==> src/sv/sha512_pkg.sv <==
// shared types, constants and round functions of the sha-512 engine
package sha512_pkg;

  typedef enum logic [1:0] {
    PUT_NONE,
    PUT_DATA,
    PUT_PAD,
    PUT_ZERO
  } put_op_e;

  typedef struct packed {
    logic       load;
    put_op_e    put_op;
    logic       len_wr;
    logic       comp_init;
    logic       round;
    logic       fold;
    logic       reinit;
    logic [2:0] idx;
  } sha512_cmd_t;

  typedef struct packed {
    logic       cnt_zero;
    logic       last;
    logic       put_full;
    logic [6:0] fill;
    logic       round_last;
  } sha512_sts_t;

  localparam logic [6:0] LenStart   = 7'd112;
  localparam logic [6:0] LenPos     = 7'd120;
  localparam logic [6:0] Rounds     = 7'd80;
  localparam logic [7:0] PadByte    = 8'h80;

  localparam logic [63:0] Iv [8] = '{
    64'h6a09e667f3bcc908, 64'hbb67ae8584caa73b, 64'h3c6ef372fe94f82b, 64'ha54ff53a5f1d36f1,
    64'h510e527fade682d1, 64'h9b05688c2b3e6c1f, 64'h1f83d9abfb41bd6b, 64'h5be0cd19137e2179
  };

  localparam logic [63:0] RoundK [80] = '{
    64'h428a2f98d728ae22, 64'h7137449123ef65cd, 64'hb5c0fbcfec4d3b2f, 64'he9b5dba58189dbbc,
    64'h3956c25bf348b538, 64'h59f111f1b605d019, 64'h923f82a4af194f9b, 64'hab1c5ed5da6d8118,
    64'hd807aa98a3030242, 64'h12835b0145706fbe, 64'h243185be4ee4b28c, 64'h550c7dc3d5ffb4e2,
    64'h72be5d74f27b896f, 64'h80deb1fe3b1696b1, 64'h9bdc06a725c71235, 64'hc19bf174cf692694,
    64'he49b69c19ef14ad2, 64'hefbe4786384f25e3, 64'h0fc19dc68b8cd5b5, 64'h240ca1cc77ac9c65,
    64'h2de92c6f592b0275, 64'h4a7484aa6ea6e483, 64'h5cb0a9dcbd41fbd4, 64'h76f988da831153b5,
    64'h983e5152ee66dfab, 64'ha831c66d2db43210, 64'hb00327c898fb213f, 64'hbf597fc7beef0ee4,
    64'hc6e00bf33da88fc2, 64'hd5a79147930aa725, 64'h06ca6351e003826f, 64'h142929670a0e6e70,
    64'h27b70a8546d22ffc, 64'h2e1b21385c26c926, 64'h4d2c6dfc5ac42aed, 64'h53380d139d95b3df,
    64'h650a73548baf63de, 64'h766a0abb3c77b2a8, 64'h81c2c92e47edaee6, 64'h92722c851482353b,
    64'ha2bfe8a14cf10364, 64'ha81a664bbc423001, 64'hc24b8b70d0f89791, 64'hc76c51a30654be30,
    64'hd192e819d6ef5218, 64'hd69906245565a910, 64'hf40e35855771202a, 64'h106aa07032bbd1b8,
    64'h19a4c116b8d2d0c8, 64'h1e376c085141ab53, 64'h2748774cdf8eeb99, 64'h34b0bcb5e19b48a8,
    64'h391c0cb3c5c95a63, 64'h4ed8aa4ae3418acb, 64'h5b9cca4f7763e373, 64'h682e6ff3d6b2b8a3,
    64'h748f82ee5defb2fc, 64'h78a5636f43172f60, 64'h84c87814a1f0ab72, 64'h8cc702081a6439ec,
    64'h90befffa23631e28, 64'ha4506cebde82bde9, 64'hbef9a3f7b2c67915, 64'hc67178f2e372532b,
    64'hca273eceea26619c, 64'hd186b8c721c0c207, 64'heada7dd6cde0eb1e, 64'hf57d4f7fee6ed178,
    64'h06f067aa72176fba, 64'h0a637dc5a2c898a6, 64'h113f9804bef90dae, 64'h1b710b35131c471b,
    64'h28db77f523047d84, 64'h32caab7b40c72493, 64'h3c9ebe0a15c9bebc, 64'h431d67c49c100d4c,
    64'h4cc5d4becb3e42b6, 64'h597f299cfc657e2a, 64'h5fcb6fab3ad6faec, 64'h6c44198c4a475817
  };

  function automatic logic [63:0] rotr(input logic [63:0] x, input int unsigned n);
    rotr = (x >> n) | (x << (64 - n));
  endfunction

  function automatic logic [63:0] big_s0(input logic [63:0] x);
    big_s0 = rotr(x, 28) ^ rotr(x, 34) ^ rotr(x, 39);
  endfunction

  function automatic logic [63:0] big_s1(input logic [63:0] x);
    big_s1 = rotr(x, 14) ^ rotr(x, 18) ^ rotr(x, 41);
  endfunction

  function automatic logic [63:0] small_s0(input logic [63:0] x);
    small_s0 = rotr(x, 1) ^ rotr(x, 8) ^ (x >> 7);
  endfunction

  function automatic logic [63:0] small_s1(input logic [63:0] x);
    small_s1 = rotr(x, 19) ^ rotr(x, 61) ^ (x >> 6);
  endfunction

endpackage

==> src/sv/sha512_ctrl.sv <==
// sha-512 sequencer: word loading, padding, compression and digest readout
module sha512_ctrl import sha512_pkg::*; (
  input  logic        clk_i,
  input  logic        rst_ni,
  input  logic        in_valid_i,
  output logic        in_ready_o,
  output logic        out_valid_o,
  input  logic        out_ready_i,
  input  sha512_sts_t sts_i,
  output sha512_cmd_t cmd_o
);

  typedef enum logic [2:0] {
    S_IDLE,
    S_PUT,
    S_PAD,
    S_PADZ,
    S_LEN,
    S_COMP,
    S_FOLD,
    S_OUT
  } state_e;

  state_e     state_q, state_d, ret_q, ret_d;
  logic       wrap_q, wrap_d;
  logic [2:0] idx_q, idx_d;

  always_comb begin
    state_d     = state_q;
    ret_d       = ret_q;
    wrap_d      = wrap_q;
    idx_d       = idx_q;
    cmd_o       = '0;
    cmd_o.idx   = idx_q;
    in_ready_o  = 1'b0;
    out_valid_o = 1'b0;
    unique case (state_q)
      S_IDLE: begin
        in_ready_o = 1'b1;
        if (in_valid_i) begin
          cmd_o.load = 1'b1;
          state_d    = S_PUT;
        end
      end
      S_PUT: begin
        if (sts_i.cnt_zero) begin
          state_d = sts_i.last ? S_PAD : S_IDLE;
        end else begin
          cmd_o.put_op = PUT_DATA;
          if (sts_i.put_full) begin
            cmd_o.comp_init = 1'b1;
            ret_d           = S_PUT;
            state_d         = S_COMP;
          end
        end
      end
      S_PAD: begin
        cmd_o.put_op = PUT_PAD;
        // no room for the length: zero out to the block end first
        wrap_d = (sts_i.fill >= LenStart) && !sts_i.put_full;
        if (sts_i.put_full) begin
          cmd_o.comp_init = 1'b1;
          ret_d           = S_PADZ;
          state_d         = S_COMP;
        end else begin
          state_d = S_PADZ;
        end
      end
      S_PADZ: begin
        if (!wrap_q && sts_i.fill == LenPos) begin
          state_d = S_LEN;
        end else begin
          cmd_o.put_op = PUT_ZERO;
          if (sts_i.put_full) begin
            wrap_d          = 1'b0;
            cmd_o.comp_init = 1'b1;
            ret_d           = S_PADZ;
            state_d         = S_COMP;
          end
        end
      end
      S_LEN: begin
        cmd_o.len_wr    = 1'b1;
        cmd_o.comp_init = 1'b1;
        ret_d           = S_OUT;
        state_d         = S_COMP;
      end
      S_COMP: begin
        cmd_o.round = 1'b1;
        if (sts_i.round_last) state_d = S_FOLD;
      end
      S_FOLD: begin
        cmd_o.fold = 1'b1;
        state_d    = ret_q;
      end
      S_OUT: begin
        out_valid_o = 1'b1;
        if (out_ready_i) begin
          idx_d = idx_q + 3'd1;
          if (idx_q == 3'd7) begin
            cmd_o.reinit = 1'b1;
            state_d      = S_IDLE;
          end
        end
      end
      default: state_d = S_IDLE;
    endcase
  end

  always_ff @(posedge clk_i or negedge rst_ni) begin
    if (!rst_ni) begin
      state_q <= S_IDLE;
      ret_q   <= S_IDLE;
      wrap_q  <= 1'b0;
      idx_q   <= '0;
    end else begin
      state_q <= state_d;
      ret_q   <= ret_d;
      wrap_q  <= wrap_d;
      idx_q   <= idx_d;
    end
  end

endmodule

==> config.mk <==
export PLATFORM = sky130hd
export DESIGN_NAME = sha512_ctrl
export DESIGN_NICKNAME = d
export VERILOG_FILES = /design/src/sv/sha512_pkg.sv /design/src/sv/sha512_ctrl.sv
export SDC_FILE = /design/constraint.sdc
export NUM_CORES = 1
export LEC_CHECK = 0
export BUFFER_PORTS_ARGS = -buffer_cell sky130_fd_sc_hd__buf_2
export CAP_MARGIN = 20
export CELL_PAD_IN_SITES_DETAIL_PLACEMENT = 0
export CELL_PAD_IN_SITES_GLOBAL_PLACEMENT = 1
export CORE_MARGIN = 2
export CORE_UTILIZATION = 36
export CTS_BUF_LIST = sky130_fd_sc_hd__clkbuf_8
export CTS_CLUSTER_SIZE = 40
export DETAILED_ROUTE_END_ITERATION = 7
export PLACE_DENSITY_LB_ADDON = 0.1
export SLEW_MARGIN = 20
export SYNTH_ARGS = -nofsm -noshare
export SYNTH_HDL_FRONTEND = slang
export SYNTH_SLANG_ARGS = --single-unit
export TNS_END_PERCENT = 30
==> constraint.sdc <==
create_clock -name clk_i -period 1.72 [get_ports clk_i]
set_input_delay 0.172 -clock clk_i [delete_from_list [all_inputs] [get_ports clk_i]]
set_output_delay 0.172 -clock clk_i [all_outputs]
set_load 0.03 [all_outputs]
=== Word-level counts from Yosys, hierarchy flattened ===
Index checks and enable logic that the tools add are counted.

* Bits in registers: 10
* Input port bits: 15
* Output and inout port bits: 13

* Add/sub/neg operators: 1
* $lt $le $gt $ge: 1
* Equality and inequality tests: 17
* Muxes and demuxes: 35
* Reductions and logical operators: 11

{| class="wikitable"
|+ Operators with widths
! kind !! count
|-
| $mux W3 || 12
|-
| $pmux W3 S8 || 1
|-
| $mux W1 || 16
|-
| $ne A2 B2 Y1 const B || 8
|-
| $eq A3 B3 Y1 const B || 5
|-
| $pmux W3 S4 || 1
|-
| $reduce_and A4 Y1 || 2
|-
| $eq A7 B7 Y1 const B || 1
|-
| $ge A7 B7 Y1 const B || 1
|-
| $eq A3 B2 Y1 const B || 2
|-
| $pmux W2 S3 || 1
|-
| $mux W2 || 2
|-
| $pmux W1 S4 || 1
|-
| $reduce_bool A4 Y1 || 1
|-
| $add A3 B1 Y3 const B || 1
|-
| $eq A3 B1 Y1 const B || 1
|-
| $logic_not A3 Y1 || 1
|-
| $reduce_and A3 Y1 || 1
|-
| $logic_and A1 B1 Y1 || 2
|-
| $logic_not A1 Y1 || 2
|-
| $pmux W1 S2 || 1
|-
| $reduce_and A2 Y1 || 1
|-
| $reduce_bool A2 Y1 || 1
|}

=== Depth between registers and ports, before layout ===
* Word-level depth: 4
* Gate-level depth with buffers: 6
* Gate-level depth less buffers: 6

=== Least setup slack after synthesis ===
Ideal clock, no wire load.

* Path type: register -> output
* Start point: register state_q[1]
* End point: output port cmd_o[10] (netlist name)
* Arrival: 1774 ps
* Setup slack: -226 ps
* Stages on the path, launching flop included: 5
* Buffers on the path: 2
* Cells stage by stage: dfrtp_1 > buf_6 > buf_2 > nor3_1 > and2_1

{| class="wikitable"
|+ RTL lines
! item !! RTL line !! source
|-
| from (decl) || sha512_ctrl.sv:24 || <nowiki>state_e state_q, state_d, ret_q, ret_d;</nowiki>
|-
| from (signal assigned) || sha512_ctrl.sv:117 || <nowiki>state_q <= state_d;</nowiki>
|-
| to (decl) || sha512_ctrl.sv:10 || <nowiki>output sha512_cmd_t cmd_o</nowiki>
|}

==> results.cfg <==
[status]
status = finished, final reports clean

[detailed_routing]
first_pass_iters = 4
drtIter0Drc = 14
wl_um = 1843
ant_nets = 0
wl_per_cell_um = 12.98
num_vias = 689
vias_per_cell = 4.852
drc = 0

[place]
dp.cells = 133
io_buffers = 27
place_congestion = 0.7855
dp_hpwl_um = 1402

[cells_and_area]
register_area_sq_um = 252.7
area_growth_pct = 46.14
fin_nets = 134
diodes = 0
fill_cells = 211
most-common-layout-cells = buf_2, buf_4, dfrtp_1
multi_input_area_sq_um = 459.2
drive_gt1_share_pct = 48.70
final_common_cell = buf_2
layout.cells.non_filler = 142

[logic_synthesis]
synthCells = 77
async_flop_share_pct = 100.0
ys.flop_type = dfrtp_1
ys_ff_latch = 10
synth_edf_count = 0
synth.net_count = 94
synth_cell_types = 39
synth_area_per_cell_sq_um = 9.262
yosys_warnings = 0
ys_seq_area_share_pct = 35.09
syn_area_sq_um = 713.2

[global_route]
grt_max_degree = 11
overflow = 0
grt_use_total_pct = 16.95
antenna_found_initial = 0
first_global_vias = 714
grt_pass1_wl_um = 3160

[clock_tree]
tritoncts = built
cts.reportedPaths.clkPinSlew_ps = 50
clock_path_buffers = 2
cts_made_buffers = 3
htreeDepth = 1
clock-root-buffer = clkbuf_8
cts.sinks = 10
clkLatencyLatePin_ps = 230

[floorplan]
coreArea_sq_mm = 0.001922
start_util_pct = 37.11
num_rows = 16
die_h_um = 48.51
io_pins = 28
die-area_sq_mm = 0.002353
die_w_um = 48.51

[worst_setup_path]
crit_type = flop to output pin
crit_path_end_kind = output pin
rr_startpoint = wrap_q
arrival_ps = 1520
path_max_fanout = 6
critPathLaunchType = flop
worstSetupStartpoint = state_q[2]
required_ps = 1550

[sta]
skew_ps = 0.8892
fin_setup_tns_ps = 0
period_share_pct = 98.41
relSlewSlack_pct = 81.06
worst_pin_slew_ps = 281.9
final_period_minus_worst_setup_slack_ps = 1693
final_hold_viol_count = 0
rsz0062_at_grt = true
setup_viol = 0
drv_slew = 0
fmax_mhz = 590.8

[pwr]
power.switching_mw = 0.8905
comb_power_share_pct = 63.1
p_seq_share_pct = 24.2
vdd_ir_drop_max_mv = 1.006
p_total_mw = 1.888
cellPowerDensity_mw_per_mm2 = 1812
clkPwrFrac_pct = 12.7
internal_power_mw = 0.9977
p_leak_nw = 0.4884
swShare_pct = 47.16

[flow_run]
cap_violations = 0

[worst_hold_path]
min_from = sts_i[8]
hold_path.class = input port to flop
synth_stat cells (2+ instances only):
| cell type | instances | area, sq um |
|---|---|---|
| nand3_1 | 3 | 15.01 |
| nand4b_1 | 3 | 26.28 |
| and2_1 | 2 | 12.51 |
| inv_1 | 3 | 11.26 |
| nand2_1 | 7 | 26.28 |
| ha_1 | 2 | 25.02 |
| dfrtp_1 | 10 | 250.2 |
| o21ai_0 | 2 | 10.01 |
| nor2_1 | 7 | 26.28 |
| mux2_1 | 2 | 22.52 |
| buf_4 | 2 | 15.01 |
| and3_1 | 3 | 18.77 |
| a21oi_1 | 2 | 10.01 |
| nor2b_1 | 2 | 12.51 |
| nand2b_1 | 2 | 12.51 |
| o211ai_1 | 2 | 15.01 |
repair_timing:
| action | in CTS | in global routing |
|---|---|---|
| hold buffers | 1 | 0 |
| gates resized for setup | 4 | 8 |
| hold endpoints to repair | 10 | 0 |
| endpoints found under the setup margin | 2 | 4 |
| pin swaps | 0 | 4 |
| buffers inserted | 0 | 5 |
critical path, cell delays in order, from the launching register on:
cell and delay, ps:
dfrtp_1 440, nand2b_1 180, or3_4 400, o211ai_4 110, buf_6 160
worst paths after layout:
path                                    to  depth (start not counted)  slack, ps
worst max register to register    ret_q[1]                          6        170
worst min register to register    ret_q[0]                          1        460
min in group asynchronous           wrap_q                          2        340
max in group asynchronous       state_q[1]                          2       1170
worst min-delay path                wrap_q                          2        210
worst max-delay path              cmd_o[6]                          4         30
power groups by stage:
stage | clock [mW] | combinational, mW | sequential, mW
6_report | 0.241 | 1.19 | 0.456
5_1_grt | 0.260 | 1.30 | 0.475
4_1_cts | 0.249 | 1.07 | 0.461
3_5_place_dp | 0 | 1.05 | 0.458
3_3_place_gp | 0 | 1.04 | 0.452
2_1_floorplan | 0 | 0.748 | 0.472
flip-flops by register name (all words and copies together) (netlist names):
register	cells
idx_q	3
ret_q	3
state_q	3
wrap_q	1
through the flow:
stage / hold slack, ps / worst slack, ps / cell area (sq um) / util (%)
4_1_cts: 201.1 / 12.00 / 960.9 / 50.00
6_report: 210.9 / 27.38 / 1042 / 54.23
5_1_grt: 241.0 / -33.98 / 1042 / 54.23
2_1_floorplan: -123.6 / -175.6 / 718.2 / -
3_5_place_dp: 49.38 / 176.6 / 900.9 / 46.88
3_3_place_gp: 49.87 / 152.2 / 900.9 / 46.88
logic make-up after synthesis:
| family | synth area share, % |
|---|---|
| compound gates | 17.55 |
| xor+xnor | 1.228 |
| fa+ha+maj | 3.508 |
| buf+inv | 6.489 |
| flops | 35.09 |
| mux | 3.158 |
| simple gates | 32.98 |
layout make-up:
cell class	count	area share (%)
sequential	10	24.25
inverter	4	1.441
timing repair buffer	39	23.05
multi-input combinational	59	44.06
clock buffer	3	3.962
tap	27	3.241
routing by layer:
layer	part of all wire, %	GRT usage, %
met2	49	27.78
met1	46	22.24
met3	4.4	3.704
met4	0	5.714
met5	0	0
(Power assumes the default switching activity.)
